## src/sv/kf3_pkg.sv

```systemverilog
// ----------------------------------------------------------------------------
// kf3_pkg
// Shared types, constants and the microcode program of the tilt filter.
// ----------------------------------------------------------------------------
package kf3_pkg;

   localparam int FRAC_BITS_DEF  = 16;
   localparam int WORD_WIDTH_DEF = 32;

   localparam int RAM_AW    = 5;
   localparam int RAM_DEPTH = 32;
   localparam int N_STATE   = 12;   // x0..x2, p0..p8
   localparam int PC_W      = 7;

   localparam logic [PC_W-1:0] PC_END = 7'd97;

   // configuration register indexes
   localparam logic [2:0] CSR_SAMPLE_TIME = 3'd0;
   localparam logic [2:0] CSR_Q_ANGLE     = 3'd1;
   localparam logic [2:0] CSR_Q_RATE      = 3'd2;
   localparam logic [2:0] CSR_Q_BIAS      = 3'd3;
   localparam logic [2:0] CSR_R_ANGLE     = 3'd4;
   localparam logic [2:0] CSR_R_RATE      = 3'd5;

   // operand codes: bit 5 clear selects a RAM word, set selects a special source
   localparam logic [5:0] O_X0   = 6'd0;
   localparam logic [5:0] O_X1   = 6'd1;
   localparam logic [5:0] O_X2   = 6'd2;
   localparam logic [5:0] O_P0   = 6'd3;
   localparam logic [5:0] O_P1   = 6'd4;
   localparam logic [5:0] O_P2   = 6'd5;
   localparam logic [5:0] O_P3   = 6'd6;
   localparam logic [5:0] O_P4   = 6'd7;
   localparam logic [5:0] O_P5   = 6'd8;
   localparam logic [5:0] O_P6   = 6'd9;
   localparam logic [5:0] O_P7   = 6'd10;
   localparam logic [5:0] O_P8   = 6'd11;
   localparam logic [5:0] O_TA   = 6'd12;
   localparam logic [5:0] O_Y0   = 6'd13;
   localparam logic [5:0] O_Y1   = 6'd14;
   localparam logic [5:0] O_S00  = 6'd15;
   localparam logic [5:0] O_S11  = 6'd16;
   localparam logic [5:0] O_DET  = 6'd17;
   localparam logic [5:0] O_NUM  = 6'd18;
   localparam logic [5:0] O_K00  = 6'd19;
   localparam logic [5:0] O_K01  = 6'd20;
   localparam logic [5:0] O_K10  = 6'd21;
   localparam logic [5:0] O_K11  = 6'd22;
   localparam logic [5:0] O_K20  = 6'd23;
   localparam logic [5:0] O_K21  = 6'd24;
   localparam logic [5:0] O_OK00 = 6'd25;
   localparam logic [5:0] O_OK11 = 6'd26;
   localparam logic [5:0] O_C0   = 6'd27;
   localparam logic [5:0] O_C1   = 6'd28;
   localparam logic [5:0] O_C2   = 6'd29;
   localparam logic [5:0] SP_IN0  = 6'd32;
   localparam logic [5:0] SP_IN1  = 6'd33;
   localparam logic [5:0] SP_QA   = 6'd34;
   localparam logic [5:0] SP_QR   = 6'd35;
   localparam logic [5:0] SP_QB   = 6'd36;
   localparam logic [5:0] SP_RA   = 6'd37;
   localparam logic [5:0] SP_RR   = 6'd38;
   localparam logic [5:0] SP_ONE  = 6'd39;
   localparam logic [5:0] SP_DT   = 6'd40;
   localparam logic [5:0] SP_ZERO = 6'd41;
   localparam logic [5:0] NO_DST  = 6'd63;

   typedef enum logic [2:0] {
      FN_PASS, FN_MUL, FN_MDT, FN_DIV, FN_OUT
   } fn_type;

   typedef enum logic [1:0] {
      M_LD, M_ADD, M_SUB, M_CHK
   } mode_type;

   typedef struct packed {
      fn_type     fn;
      logic       clr;
      logic       neg;
      logic       chk;
      logic       wr;
      logic [5:0] dst;
      logic [5:0] srca;
      logic [5:0] srcb;
   } instr_type;

   function automatic instr_type mk(fn_type f, mode_type m, logic [5:0] a,
                                    logic [5:0] b, logic [5:0] d);
      instr_type r;
      r.fn   = f;
      r.clr  = (m == M_LD);
      r.neg  = (m == M_SUB) || (m == M_CHK);
      r.chk  = (m == M_CHK);
      r.wr   = (d != NO_DST);
      r.dst  = d;
      r.srca = a;
      r.srcb = b;
      return r;
   endfunction

   // one step of predict / update per entry; accumulator sums then saturates
   function automatic instr_type prog(logic [PC_W-1:0] pc);
      instr_type r;
      case (pc)
         // state prediction
         7'd0:  r = mk(FN_MDT,  M_LD,  O_X1,   SP_DT,   NO_DST);
         7'd1:  r = mk(FN_MDT,  M_SUB, O_X2,   SP_DT,   NO_DST);
         7'd2:  r = mk(FN_PASS, M_ADD, O_X0,   SP_ZERO, O_X0);
         // covariance prediction
         7'd3:  r = mk(FN_MDT,  M_LD,  O_P3,   SP_DT,   NO_DST);
         7'd4:  r = mk(FN_MDT,  M_SUB, O_P6,   SP_DT,   NO_DST);
         7'd5:  r = mk(FN_PASS, M_ADD, O_P0,   SP_ZERO, O_TA);
         7'd6:  r = mk(FN_MDT,  M_LD,  O_P4,   SP_DT,   NO_DST);
         7'd7:  r = mk(FN_MDT,  M_SUB, O_P7,   SP_DT,   NO_DST);
         7'd8:  r = mk(FN_PASS, M_ADD, O_P1,   SP_ZERO, O_P1);
         7'd9:  r = mk(FN_MDT,  M_LD,  O_P5,   SP_DT,   NO_DST);
         7'd10: r = mk(FN_MDT,  M_SUB, O_P8,   SP_DT,   NO_DST);
         7'd11: r = mk(FN_PASS, M_ADD, O_P2,   SP_ZERO, O_P2);
         7'd12: r = mk(FN_MDT,  M_LD,  O_P1,   SP_DT,   NO_DST);
         7'd13: r = mk(FN_MDT,  M_SUB, O_P2,   SP_DT,   NO_DST);
         7'd14: r = mk(FN_PASS, M_ADD, O_TA,   SP_ZERO, NO_DST);
         7'd15: r = mk(FN_PASS, M_ADD, SP_QA,  SP_ZERO, O_P0);
         7'd16: r = mk(FN_MDT,  M_LD,  O_P4,   SP_DT,   NO_DST);
         7'd17: r = mk(FN_MDT,  M_SUB, O_P5,   SP_DT,   NO_DST);
         7'd18: r = mk(FN_PASS, M_ADD, O_P3,   SP_ZERO, O_P3);
         7'd19: r = mk(FN_PASS, M_LD,  O_P4,   SP_ZERO, NO_DST);
         7'd20: r = mk(FN_PASS, M_ADD, SP_QR,  SP_ZERO, O_P4);
         7'd21: r = mk(FN_MDT,  M_LD,  O_P7,   SP_DT,   NO_DST);
         7'd22: r = mk(FN_MDT,  M_SUB, O_P8,   SP_DT,   NO_DST);
         7'd23: r = mk(FN_PASS, M_ADD, O_P6,   SP_ZERO, O_P6);
         7'd24: r = mk(FN_PASS, M_LD,  O_P8,   SP_ZERO, NO_DST);
         7'd25: r = mk(FN_PASS, M_ADD, SP_QB,  SP_ZERO, O_P8);
         // innovation and S
         7'd26: r = mk(FN_PASS, M_LD,  SP_IN0, SP_ZERO, NO_DST);
         7'd27: r = mk(FN_PASS, M_SUB, O_X0,   SP_ZERO, O_Y0);
         7'd28: r = mk(FN_PASS, M_LD,  SP_IN1, SP_ZERO, NO_DST);
         7'd29: r = mk(FN_PASS, M_SUB, O_X1,   SP_ZERO, O_Y1);
         7'd30: r = mk(FN_PASS, M_LD,  O_P0,   SP_ZERO, NO_DST);
         7'd31: r = mk(FN_PASS, M_ADD, SP_RA,  SP_ZERO, O_S00);
         7'd32: r = mk(FN_PASS, M_LD,  O_P4,   SP_ZERO, NO_DST);
         7'd33: r = mk(FN_PASS, M_ADD, SP_RR,  SP_ZERO, O_S11);
         7'd34: r = mk(FN_MUL,  M_LD,  O_S00,  O_S11,   NO_DST);
         7'd35: r = mk(FN_MUL,  M_CHK, O_P1,   O_P3,    O_DET);
         // gains
         7'd36: r = mk(FN_MUL,  M_LD,  O_P0,   O_S11,   NO_DST);
         7'd37: r = mk(FN_MUL,  M_SUB, O_P1,   O_P3,    O_NUM);
         7'd38: r = mk(FN_DIV,  M_LD,  O_NUM,  O_DET,   O_K00);
         7'd39: r = mk(FN_MUL,  M_LD,  O_P1,   O_S00,   NO_DST);
         7'd40: r = mk(FN_MUL,  M_SUB, O_P0,   O_P1,    O_NUM);
         7'd41: r = mk(FN_DIV,  M_LD,  O_NUM,  O_DET,   O_K01);
         7'd42: r = mk(FN_MUL,  M_LD,  O_P3,   O_S11,   NO_DST);
         7'd43: r = mk(FN_MUL,  M_SUB, O_P4,   O_P3,    O_NUM);
         7'd44: r = mk(FN_DIV,  M_LD,  O_NUM,  O_DET,   O_K10);
         7'd45: r = mk(FN_MUL,  M_LD,  O_P4,   O_S00,   NO_DST);
         7'd46: r = mk(FN_MUL,  M_SUB, O_P3,   O_P1,    O_NUM);
         7'd47: r = mk(FN_DIV,  M_LD,  O_NUM,  O_DET,   O_K11);
         7'd48: r = mk(FN_MUL,  M_LD,  O_P6,   O_S11,   NO_DST);
         7'd49: r = mk(FN_MUL,  M_SUB, O_P7,   O_P3,    O_NUM);
         7'd50: r = mk(FN_DIV,  M_LD,  O_NUM,  O_DET,   O_K20);
         7'd51: r = mk(FN_MUL,  M_LD,  O_P7,   O_S00,   NO_DST);
         7'd52: r = mk(FN_MUL,  M_SUB, O_P6,   O_P1,    O_NUM);
         7'd53: r = mk(FN_DIV,  M_LD,  O_NUM,  O_DET,   O_K21);
         // estimate update
         7'd54: r = mk(FN_PASS, M_LD,  O_X0,   SP_ZERO, NO_DST);
         7'd55: r = mk(FN_MUL,  M_ADD, O_K00,  O_Y0,    NO_DST);
         7'd56: r = mk(FN_MUL,  M_ADD, O_K01,  O_Y1,    O_X0);
         7'd57: r = mk(FN_PASS, M_LD,  O_X1,   SP_ZERO, NO_DST);
         7'd58: r = mk(FN_MUL,  M_ADD, O_K10,  O_Y0,    NO_DST);
         7'd59: r = mk(FN_MUL,  M_ADD, O_K11,  O_Y1,    O_X1);
         7'd60: r = mk(FN_PASS, M_LD,  O_X2,   SP_ZERO, NO_DST);
         7'd61: r = mk(FN_MUL,  M_ADD, O_K20,  O_Y0,    NO_DST);
         7'd62: r = mk(FN_MUL,  M_ADD, O_K21,  O_Y1,    O_X2);
         7'd63: r = mk(FN_PASS, M_LD,  SP_ONE, SP_ZERO, NO_DST);
         7'd64: r = mk(FN_PASS, M_SUB, O_K00,  SP_ZERO, O_OK00);
         7'd65: r = mk(FN_PASS, M_LD,  SP_ONE, SP_ZERO, NO_DST);
         7'd66: r = mk(FN_PASS, M_SUB, O_K11,  SP_ZERO, O_OK11);
         // covariance update, column 0
         7'd67: r = mk(FN_MUL,  M_LD,  O_P0,   O_OK00,  NO_DST);
         7'd68: r = mk(FN_MUL,  M_SUB, O_P3,   O_K01,   O_C0);
         7'd69: r = mk(FN_MUL,  M_LD,  O_P3,   O_OK11,  NO_DST);
         7'd70: r = mk(FN_MUL,  M_SUB, O_P0,   O_K10,   O_C1);
         7'd71: r = mk(FN_PASS, M_LD,  O_P6,   SP_ZERO, NO_DST);
         7'd72: r = mk(FN_MUL,  M_SUB, O_P3,   O_K21,   NO_DST);
         7'd73: r = mk(FN_MUL,  M_SUB, O_P0,   O_K20,   O_C2);
         7'd74: r = mk(FN_PASS, M_LD,  O_C0,   SP_ZERO, O_P0);
         7'd75: r = mk(FN_PASS, M_LD,  O_C1,   SP_ZERO, O_P3);
         7'd76: r = mk(FN_PASS, M_LD,  O_C2,   SP_ZERO, O_P6);
         // column 1
         7'd77: r = mk(FN_MUL,  M_LD,  O_P1,   O_OK00,  NO_DST);
         7'd78: r = mk(FN_MUL,  M_SUB, O_P4,   O_K01,   O_C0);
         7'd79: r = mk(FN_MUL,  M_LD,  O_P4,   O_OK11,  NO_DST);
         7'd80: r = mk(FN_MUL,  M_SUB, O_P1,   O_K10,   O_C1);
         7'd81: r = mk(FN_PASS, M_LD,  O_P7,   SP_ZERO, NO_DST);
         7'd82: r = mk(FN_MUL,  M_SUB, O_P4,   O_K21,   NO_DST);
         7'd83: r = mk(FN_MUL,  M_SUB, O_P1,   O_K20,   O_C2);
         7'd84: r = mk(FN_PASS, M_LD,  O_C0,   SP_ZERO, O_P1);
         7'd85: r = mk(FN_PASS, M_LD,  O_C1,   SP_ZERO, O_P4);
         7'd86: r = mk(FN_PASS, M_LD,  O_C2,   SP_ZERO, O_P7);
         // column 2
         7'd87: r = mk(FN_MUL,  M_LD,  O_P2,   O_OK00,  NO_DST);
         7'd88: r = mk(FN_MUL,  M_SUB, O_P5,   O_K01,   O_C0);
         7'd89: r = mk(FN_MUL,  M_LD,  O_P5,   O_OK11,  NO_DST);
         7'd90: r = mk(FN_MUL,  M_SUB, O_P2,   O_K10,   O_C1);
         7'd91: r = mk(FN_PASS, M_LD,  O_P8,   SP_ZERO, NO_DST);
         7'd92: r = mk(FN_MUL,  M_SUB, O_P5,   O_K21,   NO_DST);
         7'd93: r = mk(FN_MUL,  M_SUB, O_P2,   O_K20,   O_C2);
         7'd94: r = mk(FN_PASS, M_LD,  O_C0,   SP_ZERO, O_P2);
         7'd95: r = mk(FN_PASS, M_LD,  O_C1,   SP_ZERO, O_P5);
         7'd96: r = mk(FN_PASS, M_LD,  O_C2,   SP_ZERO, O_P8);
         default: r = mk(FN_OUT, M_LD, O_X0,   SP_ZERO, NO_DST);
      endcase
      return r;
   endfunction

endpackage

```

## src/sv/kalman_tilt_fusion_3state_top.sv

```systemverilog
// ----------------------------------------------------------------------------
// kalman_tilt_fusion_3state_top
// Three-state tilt Kalman filter (angle, rate, gyro bias) on a word RAM.
// ----------------------------------------------------------------------------
// Each req word carries an accelerometer angle and a gyro rate; each produces
// one rsp word with the new angle estimate and a fault flag that is set when
// the innovation determinant is not positive (the update is then skipped and
// the predicted angle is reported). Estimate, covariance and scratch values
// live in a 32-word RAM with registered reads; a microcode sequencer
// steps through 98 instructions that read up to two operands, run them
// through one shared multiply/divide unit and accumulate into a wide register
// that is saturated on write-back. The divider, one quotient bit per cycle,
// and the single RAM read port set how long an item takes. A new req word is
// taken once the sequencer is idle, even while the previous rsp word still
// waits. After reset a clearing pass loads the initial state before
// req_tready rises; configuration writes are taken at any time and should
// only be done while the block is idle.
// ----------------------------------------------------------------------------
module kalman_tilt_fusion_3state_top
   import kf3_pkg::*;
#(
   parameter int FRAC_BITS  = FRAC_BITS_DEF,
   parameter int WORD_WIDTH = WORD_WIDTH_DEF
) (
   input  logic        clock,
   input  logic        reset,
   // req_tdata: [24:0] acc_angle, [52:25] gyro_rate, [55:53] zero
   input  logic        req_tvalid,
   output logic        req_tready,
   input  logic [55:0] req_tdata,
   // rsp_tdata: [31:0] tilt_angle
   output logic        rsp_tvalid,
   input  logic        rsp_tready,
   output logic [31:0] rsp_tdata,
   // rsp_tuser: [0] gain_fault
   output logic [0:0]  rsp_tuser,
   input  logic        csr_valid,
   output logic        csr_ready,
   input  logic [2:0]  csr_index,
   input  logic [31:0] csr_data
);

   localparam int W  = WORD_WIDTH;
   localparam int AW = W + 3;   // room for four saturated terms
   localparam logic signed [63:0] WMAX = (64'sd1 <<< (W - 1)) - 64'sd1;
   localparam logic signed [63:0] WMIN = -(64'sd1 <<< (W - 1));

   typedef enum logic [2:0] {
      ST_INIT, ST_IDLE, ST_RA, ST_RB, ST_OPB, ST_ALU, ST_WB, ST_OUT
   } seq_state_type;

   function automatic logic signed [W-1:0] sat_w(logic signed [63:0] v);
      logic signed [63:0] c;
      c = (v > WMAX) ? WMAX : ((v < WMIN) ? WMIN : v);
      return c[W-1:0];
   endfunction

   function automatic logic [31:0] sat32(logic signed [63:0] v);
      logic signed [63:0] c;
      c = (v > 64'sd2147483647) ? 64'sd2147483647 :
          ((v < -64'sd2147483648) ? -64'sd2147483648 : v);
      return c[31:0];
   endfunction

   // configuration
   logic [15:0] st_ff;
   logic [30:0] qa_ff, qr_ff, qb_ff, ra_ff, rr_ff;

   // sequencer
   seq_state_type        state_ff;
   logic [PC_W-1:0]      pc_ff;
   logic [3:0]           init_ff;
   logic signed [24:0]   in0_ff;
   logic signed [27:0]   in1_ff;
   logic signed [W-1:0]  a_ff, b_ff;
   logic signed [AW-1:0] acc_ff;
   logic                 fault_ff, start_ff;
   logic                 rsp_valid_ff;
   logic [31:0]          rsp_data_ff;
   logic                 rsp_fault_ff;

   instr_type            ins;
   logic [5:0]           sel;
   logic signed [W-1:0]  rd_data, opnd, v, acc_sat, init_val;
   logic signed [AW-1:0] acc_base, acc_in;
   logic                 alu_done;
   logic signed [W-1:0]  alu_res;
   logic                 ram_we;
   logic [RAM_AW-1:0]    ram_waddr, ram_raddr;
   logic [W-1:0]         ram_wdata;
   logic                 rsp_free, is_alu;

   assign ins       = prog(pc_ff);
   assign csr_ready = 1'b1;
   assign req_tready = (state_ff == ST_IDLE);
   assign rsp_free  = !rsp_valid_ff || rsp_tready;
   assign is_alu    = (ins.fn == FN_MUL) || (ins.fn == FN_MDT) || (ins.fn == FN_DIV);

   // operand fetch: RAM word or special source
   always_comb begin
      sel = (state_ff == ST_RB) ? ins.srca : ins.srcb;
      if (!sel[5]) begin
         opnd = rd_data;
      end else begin
         case (sel)
            SP_IN0:  opnd = sat_w(64'(in0_ff));
            SP_IN1:  opnd = sat_w(64'(in1_ff));
            SP_QA:   opnd = sat_w({33'd0, qa_ff});
            SP_QR:   opnd = sat_w({33'd0, qr_ff});
            SP_QB:   opnd = sat_w({33'd0, qb_ff});
            SP_RA:   opnd = sat_w({33'd0, ra_ff});
            SP_RR:   opnd = sat_w({33'd0, rr_ff});
            SP_ONE:  opnd = sat_w(64'sd1 <<< FRAC_BITS);
            SP_DT:   opnd = sat_w({48'd0, st_ff});
            default: opnd = '0;
         endcase
      end
   end

   // accumulate: exact sum, saturated only on write-back
   always_comb begin
      v        = (ins.fn == FN_PASS) ? a_ff : alu_res;
      acc_base = ins.clr ? '0 : acc_ff;
      acc_in   = ins.neg ? (acc_base - AW'(v)) : (acc_base + AW'(v));
      acc_sat  = sat_w(64'(acc_in));
   end

   // reset image: diagonal of P at 1000, the other state words zero
   assign init_val = ((init_ff == O_P0[3:0]) || (init_ff == O_P4[3:0]) ||
                      (init_ff == O_P8[3:0])) ? sat_w(64'sd1000 <<< FRAC_BITS) : '0;

   // address is presented in the cycle before its operand: srca in RA, srcb after
   always_comb begin
      ram_raddr = (state_ff == ST_RA) ? ins.srca[RAM_AW-1:0] : ins.srcb[RAM_AW-1:0];
      if (state_ff == ST_INIT) begin
         ram_we    = 1'b1;
         ram_waddr = RAM_AW'(init_ff);
         ram_wdata = init_val;
      end else begin
         ram_we    = (state_ff == ST_WB) && ins.wr;
         ram_waddr = ins.dst[RAM_AW-1:0];
         ram_wdata = acc_sat;
      end
   end

   kf3_ram #(
      .WORD_WIDTH(W)
   ) u_ram (
      .clock (clock),
      .we    (ram_we),
      .waddr (ram_waddr),
      .wdata (ram_wdata),
      .raddr (ram_raddr),
      .rdata (rd_data)
   );

   kf3_alu #(
      .WORD_WIDTH(W),
      .FRAC_BITS (FRAC_BITS)
   ) u_alu (
      .clock (clock),
      .reset (reset),
      .start (start_ff),
      .fn    (ins.fn),
      .a     (a_ff),
      .b     (b_ff),
      .done  (alu_done),
      .res   (alu_res)
   );

   // configuration registers
   always_ff @(posedge clock) begin
      if (reset) begin
         st_ff <= 16'd655;
         qa_ff <= 31'd66;
         qr_ff <= 31'd197;
         qb_ff <= 31'd197;
         ra_ff <= 31'd19661;
         rr_ff <= 31'd6554;
      end else if (csr_valid) begin
         case (csr_index)
            CSR_SAMPLE_TIME: st_ff <= csr_data[15:0];
            CSR_Q_ANGLE:     qa_ff <= csr_data[30:0];
            CSR_Q_RATE:      qr_ff <= csr_data[30:0];
            CSR_Q_BIAS:      qb_ff <= csr_data[30:0];
            CSR_R_ANGLE:     ra_ff <= csr_data[30:0];
            CSR_R_RATE:      rr_ff <= csr_data[30:0];
            default: ;
         endcase
      end
   end

   // sequencer and result register
   always_ff @(posedge clock) begin
      start_ff <= 1'b0;
      if (reset) begin
         state_ff     <= ST_INIT;
         init_ff      <= '0;
         pc_ff        <= '0;
         fault_ff     <= 1'b0;
         rsp_valid_ff <= 1'b0;
      end else begin
         // ST_OUT loads the next word itself
         if (rsp_valid_ff && rsp_tready && (state_ff != ST_OUT)) begin
            rsp_valid_ff <= 1'b0;
         end
         case (state_ff)
            ST_INIT: begin
               init_ff <= init_ff + 4'd1;
               if (init_ff == 4'(N_STATE - 1)) begin
                  state_ff <= ST_IDLE;
               end
            end
            ST_IDLE: begin
               if (req_tvalid) begin
                  in0_ff   <= req_tdata[24:0];
                  in1_ff   <= req_tdata[52:25];
                  pc_ff    <= '0;
                  fault_ff <= 1'b0;
                  state_ff <= ST_RA;
               end
            end
            ST_RA: state_ff <= ST_RB;
            ST_RB: begin
               a_ff     <= opnd;
               state_ff <= ST_OPB;
            end
            ST_OPB: begin
               b_ff <= opnd;
               if (ins.fn == FN_OUT) begin
                  state_ff <= ST_OUT;
               end else if (is_alu) begin
                  start_ff <= 1'b1;
                  state_ff <= ST_ALU;
               end else begin
                  state_ff <= ST_WB;
               end
            end
            ST_ALU: begin
               if (alu_done) begin
                  state_ff <= ST_WB;
               end
            end
            ST_WB: begin
               acc_ff   <= acc_in;
               state_ff <= ST_RA;
               // determinant not positive: keep the prediction, flag it
               if (ins.chk && (acc_sat[W-1] || (acc_sat == '0))) begin
                  fault_ff <= 1'b1;
                  pc_ff    <= PC_END;
               end else begin
                  pc_ff <= pc_ff + PC_W'(1);
               end
            end
            ST_OUT: begin
               if (rsp_free) begin
                  rsp_valid_ff <= 1'b1;
                  rsp_data_ff  <= sat32(64'(a_ff));
                  rsp_fault_ff <= fault_ff;
                  state_ff     <= ST_IDLE;
               end
            end
            default: state_ff <= ST_IDLE;
         endcase
      end
   end

   assign rsp_tvalid = rsp_valid_ff;
   assign rsp_tdata  = rsp_data_ff;
   assign rsp_tuser  = rsp_fault_ff;

endmodule

```

## src/sv/kf3_ram.sv

```systemverilog
// ----------------------------------------------------------------------------
// kf3_ram
// State and scratch word RAM, one write and one registered read port.
// ----------------------------------------------------------------------------
module kf3_ram
   import kf3_pkg::*;
#(
   parameter int WORD_WIDTH = WORD_WIDTH_DEF
) (
   input  logic                  clock,
   input  logic                  we,
   input  logic [RAM_AW-1:0]     waddr,
   input  logic [WORD_WIDTH-1:0] wdata,
   input  logic [RAM_AW-1:0]     raddr,
   output logic [WORD_WIDTH-1:0] rdata
);

   logic [WORD_WIDTH-1:0] mem [RAM_DEPTH];
   logic [WORD_WIDTH-1:0] rdata_ff;

   always_ff @(posedge clock) begin
      if (we) begin
         mem[waddr] <= wdata;
      end
      rdata_ff <= mem[raddr];
   end

   assign rdata = rdata_ff;

endmodule

```

## src/sv/kf3_alu.sv

```systemverilog
// ----------------------------------------------------------------------------
// kf3_alu
// Shared multi-cycle unit: rounded fixed-point multiply (four partial
// products), multiply by dt, and restoring divide for the gains.
// ----------------------------------------------------------------------------
module kf3_alu
   import kf3_pkg::*;
#(
   parameter int WORD_WIDTH = WORD_WIDTH_DEF,
   parameter int FRAC_BITS  = FRAC_BITS_DEF
) (
   input  logic                         clock,
   input  logic                         reset,
   input  logic                         start,
   input  fn_type                       fn,
   input  logic signed [WORD_WIDTH-1:0] a,
   input  logic signed [WORD_WIDTH-1:0] b,
   output logic                         done,
   output logic signed [WORD_WIDTH-1:0] res
);

   localparam int W  = WORD_WIDTH;
   localparam int H  = (W + 1) / 2;
   localparam int PW = 2 * W + 1;
   localparam int N  = W + FRAC_BITS;
   localparam int CW = $clog2(N + 1);

   typedef enum logic [1:0] {AS_IDLE, AS_MUL, AS_DIV, AS_FIN} alu_state_type;

   alu_state_type state_ff;
   logic [1:0]    ph_ff;
   logic [CW-1:0] cnt_ff;
   logic          neg_ff, mdt_ff, div_ff, done_ff;
   logic [W-1:0]  ma_ff, mb_ff;
   logic [PW-1:0] prod_ff;
   logic [W:0]    rem_ff;
   logic [N-1:0]  quo_ff;
   logic signed [W-1:0] res_ff;

   logic [W-1:0]   abs_a, abs_b;
   logic [H-1:0]   mx, my;
   logic [2*H-1:0] pp;
   logic [PW-1:0]  pp_sh, mag;
   logic [W:0]     rem_t;
   logic           ge, rnd;

   function automatic logic [W-1:0] clamp(logic [PW-1:0] m, logic neg);
      logic [PW-1:0] lim;
      logic [W-1:0]  mw;
      lim = neg ? (PW'(1) << (W - 1)) : ((PW'(1) << (W - 1)) - PW'(1));
      mw  = (m > lim) ? lim[W-1:0] : m[W-1:0];
      return neg ? (~mw + W'(1)) : mw;
   endfunction

   always_comb begin
      abs_a = a[W-1] ? (~a + W'(1)) : a;
      abs_b = b[W-1] ? (~b + W'(1)) : b;
      mx    = ph_ff[0] ? H'(ma_ff >> H) : ma_ff[H-1:0];
      my    = ph_ff[1] ? H'(mb_ff >> H) : mb_ff[H-1:0];
      pp    = mx * my;
      case (ph_ff)
         2'd0:    pp_sh = PW'(pp);
         2'd3:    pp_sh = PW'(pp) << (2 * H);
         default: pp_sh = PW'(pp) << H;
      endcase
      rem_t = {rem_ff[W-1:0], quo_ff[N-1]};
      ge    = rem_t >= {1'b0, mb_ff};
      rnd   = {rem_ff, 1'b0} >= {2'b00, mb_ff};
      if (div_ff) begin
         mag = PW'(quo_ff) + PW'(rnd);
      end else if (mdt_ff) begin
         mag = (prod_ff + (PW'(1) << 15)) >> 16;
      end else begin
         mag = (prod_ff + (PW'(1) << (FRAC_BITS - 1))) >> FRAC_BITS;
      end
   end

   always_ff @(posedge clock) begin
      done_ff <= 1'b0;
      if (reset) begin
         state_ff <= AS_IDLE;
         ph_ff    <= '0;
         cnt_ff   <= '0;
      end else begin
         case (state_ff)
            AS_IDLE: begin
               if (start) begin
                  mdt_ff  <= (fn == FN_MDT);
                  div_ff  <= (fn == FN_DIV);
                  ma_ff   <= abs_a;
                  prod_ff <= '0;
                  ph_ff   <= '0;
                  if (fn == FN_DIV) begin
                     neg_ff   <= a[W-1];
                     mb_ff    <= b;
                     rem_ff   <= '0;
                     quo_ff   <= {abs_a, {FRAC_BITS{1'b0}}};
                     cnt_ff   <= CW'(N);
                     state_ff <= AS_DIV;
                  end else begin
                     neg_ff   <= a[W-1] ^ b[W-1];
                     mb_ff    <= abs_b;
                     state_ff <= AS_MUL;
                  end
               end
            end
            AS_MUL: begin
               prod_ff <= prod_ff + pp_sh;
               ph_ff   <= ph_ff + 2'd1;
               if (ph_ff == 2'd3) begin
                  state_ff <= AS_FIN;
               end
            end
            AS_DIV: begin
               rem_ff <= ge ? (rem_t - {1'b0, mb_ff}) : rem_t;
               quo_ff <= {quo_ff[N-2:0], ge};
               cnt_ff <= cnt_ff - CW'(1);
               if (cnt_ff == CW'(1)) begin
                  state_ff <= AS_FIN;
               end
            end
            AS_FIN: begin
               res_ff   <= clamp(mag, neg_ff);
               done_ff  <= 1'b1;
               state_ff <= AS_IDLE;
            end
            default: state_ff <= AS_IDLE;
         endcase
      end
   end

   assign done = done_ff;
   assign res  = res_ff;

endmodule
```

## config.mk

```make
export PLATFORM = sky130hd
export DESIGN_NAME = kalman_tilt_fusion_3state_top
export DESIGN_NICKNAME = d
export VERILOG_FILES = /design/src/sv/kf3_pkg.sv /design/src/sv/kalman_tilt_fusion_3state_top.sv /design/src/sv/kf3_ram.sv /design/src/sv/kf3_alu.sv
export SDC_FILE = /design/constraint.sdc
export NUM_CORES = 2
export LEC_CHECK = 0
export ABC_AREA = 0
export BUFFER_PORTS_ARGS = -buffer_cell sky130_fd_sc_hd__buf_2
export CAP_MARGIN = 20
export CORE_ASPECT_RATIO = 1.1
export CORE_MARGIN = 10
export CORE_UTILIZATION = 57
export CTS_CLUSTER_DIAMETER = 100
export DETAILED_ROUTE_END_ITERATION = 6
export HOLD_SLACK_MARGIN = 0.08
export PLACE_DENSITY = 0.81
export SLEW_MARGIN = 15
export SYNTH_ARGS = -nofsm -noshare
export SYNTH_HDL_FRONTEND = slang
export SYNTH_MEMORY_MAX_BITS = 65536
export SYNTH_SLANG_ARGS = --single-unit
```

## constraint.sdc

```tcl
create_clock -name clock -period 27.8 [get_ports clock]
set_input_delay 1.39 -clock clock [delete_from_list [all_inputs] [get_ports clock]]
set_output_delay 1.39 -clock clock [all_outputs]
set_load 0.1 [all_outputs]
```

==> After elaboration in Yosys (flattened, before gate mapping) <==
Memory sizes are Yosys's and may differ from the RTL's. A register that Yosys moved wholly into a read port is not among the register bits.
Index checks and enable logic that the tools add are counted.
W data, S select, Z words.
{ "totals": {"regBits": 628, "mem_bits_rw": 1024, "rom_bits": 3200, "input_bits": 96, "out_inout_bits": 36, "elab_cells": 219, "n_memories": 2} }
{ "classes": {"addsub": 13, "mul": 1, "order_cmp": 11, "n_eq_ne": 43, "muxes": 70, "n_bitwise": 6, "n_reduce_logical": 42} }
{ "mem_list": {"columns": ["name", "words", "width", "rd", "rd_clocked_by_memory_dff", "write_ports", "line", "text"], "rows": [
  ["(no name shown)", 128, 25, 1, 1, 0, "kf3_pkg.sv:104", "case (pc)"],
  ["u_ram.mem", 32, 32, 1, 1, 1, "kf3_ram.sv:18", "logic [WORD_WIDTH-1:0] mem [RAM_DEPTH];"]
]} }
{ "op_table": {"columns": ["operator", "count"], "rows": [
  ["$mux W32", 16],
  ["$pmux W32 S9", 1],
  ["$pmux W65 S2", 1],
  ["$pmux W64 S2", 1],
  ["$mux W33", 3],
  ["$mux W48", 2],
  ["$not A32 Y32", 3],
  ["$pmux W48 S2", 1],
  ["$mux W35", 2],
  ["$pmux W33 S2", 1],
  ["$add A65 B16 Y65 const B", 1],
  ["$add A65 B65 Y65", 1],
  ["$gt A65 B65 Y1", 1],
  ["$mux W65", 1],
  ["$add A32 B2 Y32 const B", 2],
  ["$eq A6 B6 Y1 const B", 9],
  ["$add A48 B1 Y49", 1],
  ["$mux W49", 1],
  ["$add A35 B32 Y35", 1],
  ["$gt A35 B32 Y1 const B", 1],
  ["$lt A35 B32 Y1 const B", 1],
  ["$sub A35 B32 Y35", 1],
  ["$ge A34 B32 Y1", 1],
  ["$ge A33 B32 Y1", 1],
  ["52 further kinds", 132]
]} }

==> Depth between registers and ports, before layout <==
{ "logic_depth": {"depth_word": 14, "depth_mapped": 49, "ltp_nobuf": 47} }

==> Hierarchy <==
From an unflattened synthesis, not the netlist that was laid out.
{ "hier_totals": {"hier_cells": 8099, "hier_area_um2": 91705.5} }
{ "modules_own_cells": {"columns": ["module", "n_inst", "cells_each", "area_each_um2", "seq_area_each_um2"], "rows": [
  ["kf3_ram", 1, 2260, 40485.1, 31390.1],
  ["kf3_alu", 1, 3282, 29234.3, 7547.2],
  ["kalman_tilt_fusion_3state_top", 1, 2557, 21986.1, 9799.4]
]} }

==> Worst setup path before layout <==
No wires, ideal clock.
{ "synth_path": {"path_kind": "register to register", "startpoint": "reg u_alu.ph_ff[0]", "endpoint": "reg u_alu.prod_ff[59] (data pin)", "setup_ns": 0.263, "arrival_ns": 9.797, "required_time_ns": 27.537, "path_slack_ns": 17.740, "stages_incl_launch_ff": 41, "n_path_buf": 3, "synth_period_minus_slack_ns": 10.060, "path_cell_list": "dfxtp_1 > clkbuf_1 > clkbuf_1 > buf_1 > mux2i_1 > nor2_1 > fa_1 > fa_1 > ha_1 > fa_1 > inv_1 > fa_1 > fa_1 > inv_1 > ha_1 > inv_1 > o21bai_1 > a21o_1 > [... 5 more ...] > a31o_2 > a21oi_1 > xor2_1 > o21ai_0 > ha_1 > nand3_1 > a211oi_1 > nand2_1 > a211oi_1 > o211ai_1 > o211ai_1 > a31oi_1 > o21a_1 > o21a_1 > o21ai_0 > nor2_1 > o21ai_0 > mux2i_1"} }
{ "synth_between": {"elab_chain_cells": 5, "elab_cells_between_ends": 7, "cone_classes": "add/sub (1); mul (1); eq/ne (1); mux (3); reduce/logical (1)"} }
{ "synth_rtl": {"columns": ["item", "line", "text"], "rows": [
  ["from (decl)", "kf3_alu.sv:31", "logic [1:0] ph_ff;"],
  ["from (signal assigned)", "kf3_alu.sv:109", "ph_ff <= ph_ff + 2'd1;"],
  ["$mux W16", "kf3_alu.sv:58", "mx = ph_ff[0] ? H'(ma_ff >> H) : ma_ff[H-1:0];"],
  ["$mul A16 B16 Y32", "kf3_alu.sv:60", "pp = mx * my;"],
  ["$pmux W64 S2 *", "kf3_alu.sv:61", "case (ph_ff)"],
  ["$add A65 B65 Y65 *", "kf3_alu.sv:108", "prod_ff <= prod_ff + pp_sh;"],
  ["$pmux W65 S2 *", "kf3_alu.sv:85", "case (state_ff)"],
  ["to (signal assigned)", "kf3_alu.sv:108", null],
  ["to (decl)", "kf3_alu.sv:35", "logic [PW-1:0] prod_ff;"]
]} }
Mark *: on every way between the ends. The rest lies on a longest branch, timed or not.
A chain may end at the register's enable or synchronous reset.

==> Worst setup path in the final report <==
{ "layout_path": {"startpoint": "reg u_alu.ph_ff[1]", "endpoint": "reg u_alu.prod_ff[59] (data pin)"} }
{ "layout_between": {"elab_chain_cells": 5, "elab_cells_between_ends": 7, "cone_classes": "add/sub (1); mul (1); eq/ne (1); mux (3); reduce/logical (1)"} }
{ "layout_rtl": {"columns": ["item", "line", "text"], "rows": [
  ["$mux W16", "kf3_alu.sv:59", "my = ph_ff[1] ? H'(mb_ff >> H) : mb_ff[H-1:0];"],
  ["$mul A16 B16 Y32", "kf3_alu.sv:60", null],
  ["$pmux W64 S2 *", "kf3_alu.sv:61", null],
  ["$add A65 B65 Y65 *", "kf3_alu.sv:108", null],
  ["$pmux W65 S2 *", "kf3_alu.sv:85", null]
]} }
Marked as above.

==> out/results.tsv <==
stage	metric	value	unit
place	routability cong.	0.989	
detailed_routing	DRC	2	
yosys	post-synth top area share	0.475	
critical_path	depth of the worst register-to-register path	39	
place	hpwl dp	177000	um
sta	Clock Skews	57.8	ps
sta	Max Fclk	83.4	MHz
yosys	Compound-Gate Fraction of Synth Area	0.155	
sta	Final Cycle Share	0.431	
critical_path	worst r2r src	u_alu.ph_ff[1]	
critical_path	crit-path max FO	27	
yosys	number of distinct library cells after synthesis	112	
yosys	synth cell count leaders	nand2_1 (1467), edfxtp_1 (1453), a21oi_1 (600), clkbuf_1 (464), nor2_1 (396)	
detailed_routing	DRT Pass-1 Iters	7	
detailed_routing	drt total wl	277000	um
min_path	hold_sp	ra_ff[29]	
sta	Setup TNS	0	ps
yosys	top-count cell post-synth	nand2_1	
yosys	xor-xnor portion of the synthesized cell area	0.0278	
yosys	syn_nets	9154	
finish	share of layout cells above drive strength 1	0.0898	
critical_path	delay-heaviest family, CP	compound AO/OA/AOI/OAI gates	
min_path	Hold Crit Class	register to register	
critical_path	Reg2Reg Capture Point	u_alu.prod_ff[59]	
clock_network	H-Tree Depth	4	
yosys	post-synthesis mux area share	0.0225	
critical_path	Critical Path Slowest Stage Cell	o21ai_1	
critical_path	CP Data Arrival Time	12680	ps
floorplan	Die X	403	um
floorplan	Ports	132	
pwr	worst IR drop on VDD	0.134	mV
grt	total track usage	0.301	
detailed_routing	Iteration-0 DRC Markers	8923	
floorplan	die height	441	um
sta	RSZ-0062 raised after global routing	false	
finish	Non-Filler Instances	10700	
sta	Final Hold Vio Count	0	
yosys	yosys warns	0	
clock_network	Root Driver	clkbuf_16	
place	PortBufs	126	
sta	fin worst setup slack	15810	ps
critical_path	Setup crit end kind	register	
critical_path	FF-to-FF setup slack	15810	ps
detailed_routing	DR vias	70300	
sta	Hold WS	454	ps
clock_network	CTS tree	yes	
yosys	Avg Synthesized Cell Area	10.7	um2
yosys	Post-Synth Simple-Gate Area	0.143	
floorplan	Rows	154	
critical_path	CP startpoint	u_alu.ph_ff[1]	
detailed_routing	remaining antenna violation count	0	
yosys	Synth area leader	edfxtp_1	
yosys	ys flop type	edfxtp_1	
sta	endpoints failing setup	0	
clock_network	Sink Count	1708	
yosys	Mapped Cells	8567	
critical_path	Worst path max stage delay	950	ps
grt	vias in the first global route	68100	
clock_network	post-cts resize count	0	
finish	post-route design area	101000	um2
critical_path	Setup crit end	u_alu.prod_ff[59]	
grt	initial antenna violation count	13	
yosys	Seq/Total Area, Yosys	0.530	
grt	first-pass GRT wire length	411000	um
place	worst slack, placed	15570	ps
job	Max-Cap Viols	0	
sta	worst slew pin tran	1290	ps
detailed_routing	routed vias/inst	6.56	
status	status	complete, but fails checks	
critical_path	Critical Path Start Type	register	
floorplan	die footprint	178000	um2
yosys	Seq cells post-synth	1708	
finish	Nets	9046	
critical_path	worst path required time	28490	ps
sta	Slew headroom	0.130	
pwr	Overall Power	8.39	mW
clock_network	clk_lat worst skew	840	ps
detailed_routing	WL/cell	25.8	um
sta	Slew Viols, Final	0	
status	failing checks	DRC	
clock_network	Inserted Clock Buffers	171	
pwr	Leak	36.7	nW
clock_network	CTS Hold Buffers Added	0	
critical_path	CP bufs+invs	6	
finish	Area growth, synth to finish	9.36	%
place	placed cells	10400	
clock_network	postcts setup bufs	0	
clock_network	clk buf depth	3	
yosys	Post-synth ARST share	0	
min_path	Hold Crit Depth	2	
critical_path	CP Depth	39	
yosys	Area contributors post-synth	edfxtp_1 (47%), nand2_1 (6.0%), dfxtp_1 (5.6%)	
place	Area after DPL	94700	um2
floorplan	Initial Util	0.573	
sta	min cycle time layout	11990	ps
grt	largest net degree at the start of global routing	237	
critical_path	critical path class	register to register	
floorplan	Core Footprint	160000	um2
critical_path	crit-path most repeated cell	fa_1	
grt	GR Overflow Total	0	
yosys	Post-synth EDFFs	1453	
clock_network	CTS clk-pin slew, worst paths	60	ps
yosys	adder-cell area share of the yosys netlist	0.0829	
yosys	cell area after synthesis	91900	um2
yosys	largest family of logic cells by synthesized area	compound AO/OA/AOI/OAI gates	
finish	Layout Utilization	0.627	
pwr	pwr/cell area	83.5	nW/um2
==> per-layer routing <==
metal | track usage | up-vias | share of wire
li1 | - | 31000 | -
met1 | 0.367 | 34000 | 0.36
met2 | 0.483 | 4334 | 0.46
met3 | 0.0646 | 970 | 0.10
met4 | 0.203 | 6 | 0.074
met5 | 0 | - | 0.00027
==> final cells by class <==
cell class	count	area [um2]
antenna	5	12.5
multi-input combinational	5946	40400
inverter	366	1370
fill	12000	59800
tap	2106	2640
timing repair buffer	266	1780
clock inverter	83	866
sequential	1708	48700
clock buffer	237	4740
==> worst min-delay path, cell delays in order, from the launching register on <==
cell and delay, ps:
dfxtp_1 310, nand2_1 50, a21oi_1 50
==> cells by family after synthesis <==
kind of cell,count (synthesis)
adders and majority gates,491
buffers and inverters,913
AOI/OAI and AO/OA,2133
and+or+nand+nor,2863
other,1
muxes,166
xor gates and xnor gates,292
DFF,1708
==> worst min path at each step <==
stage and endpoint:
2_1_floorplan rsp_tuser, 3_3_place_gp qa_ff[26], 3_5_place_dp qb_ff[24], 4_1_cts st_ff[6], 5_1_grt qr_ff[15], 6_report ra_ff[29]
==> where the power goes <==
group	switching [mW]	leakage, nW	internal, mW	total, mW
sequential	0.0791	15.5	3.07	3.15
clock	1.02	2.74	1.29	2.31
combinational	1.91	18.5	1.02	2.93
total	3.01	36.7	5.38	8.39
==> cell usage in the layout, fill, tap and decap left out, types with 26 or more instances in the layout <==
master,count
nand3_1,149
a21boi_0,39
mux4_2,27
buf_2,125
nand2b_1,42
nand2_1,1466
fa_1,197
clkbuf_1,46
o211ai_1,31
a31oi_1,182
nor2_4,37
a21oi_1,575
ha_1,293
a311oi_1,136
o21ai_1,34
mux2_2,53
clkinv_2,32
nor2b_1,77
nor3_1,110
o21ai_0,223
inv_1,357
and2_1,325
buf_4,127
o21a_1,40
a211oi_1,387
or3_1,37
nor2_1,356
a21o_1,121
xor2_1,139
dfxtp_1,255
clkbuf_16,172
and3_1,43
a22o_1,29
edfxtp_1,1453
xnor2_1,153
nand4_1,48
o31ai_1,26
mux2i_1,76
a22oi_1,26
==> state kept, by name, indices dropped and copies added, names as in the netlist, 24 cells and up <==
| signal | cells |
|---|---|
| u_alu.quo_ff | 48 |
| qa_ff | 31 |
| u_alu.ma_ff | 32 |
| u_alu.mb_ff | 32 |
| a_ff | 32 |
| rr_ff | 31 |
| u_ram.mem | 1024 |
| u_alu.prod_ff | 65 |
| acc_ff | 35 |
| u_alu.res | 32 |
| ins | 24 |
| ra_ff | 31 |
| rsp_tdata | 32 |
| in1_ff | 28 |
| qb_ff | 31 |
| b_ff | 32 |
| qr_ff | 31 |
| u_ram.rdata | 32 |
| u_alu.rem_ff | 33 |
| in0_ff | 25 |
Note: power is estimated with default switching activity, not from simulation.
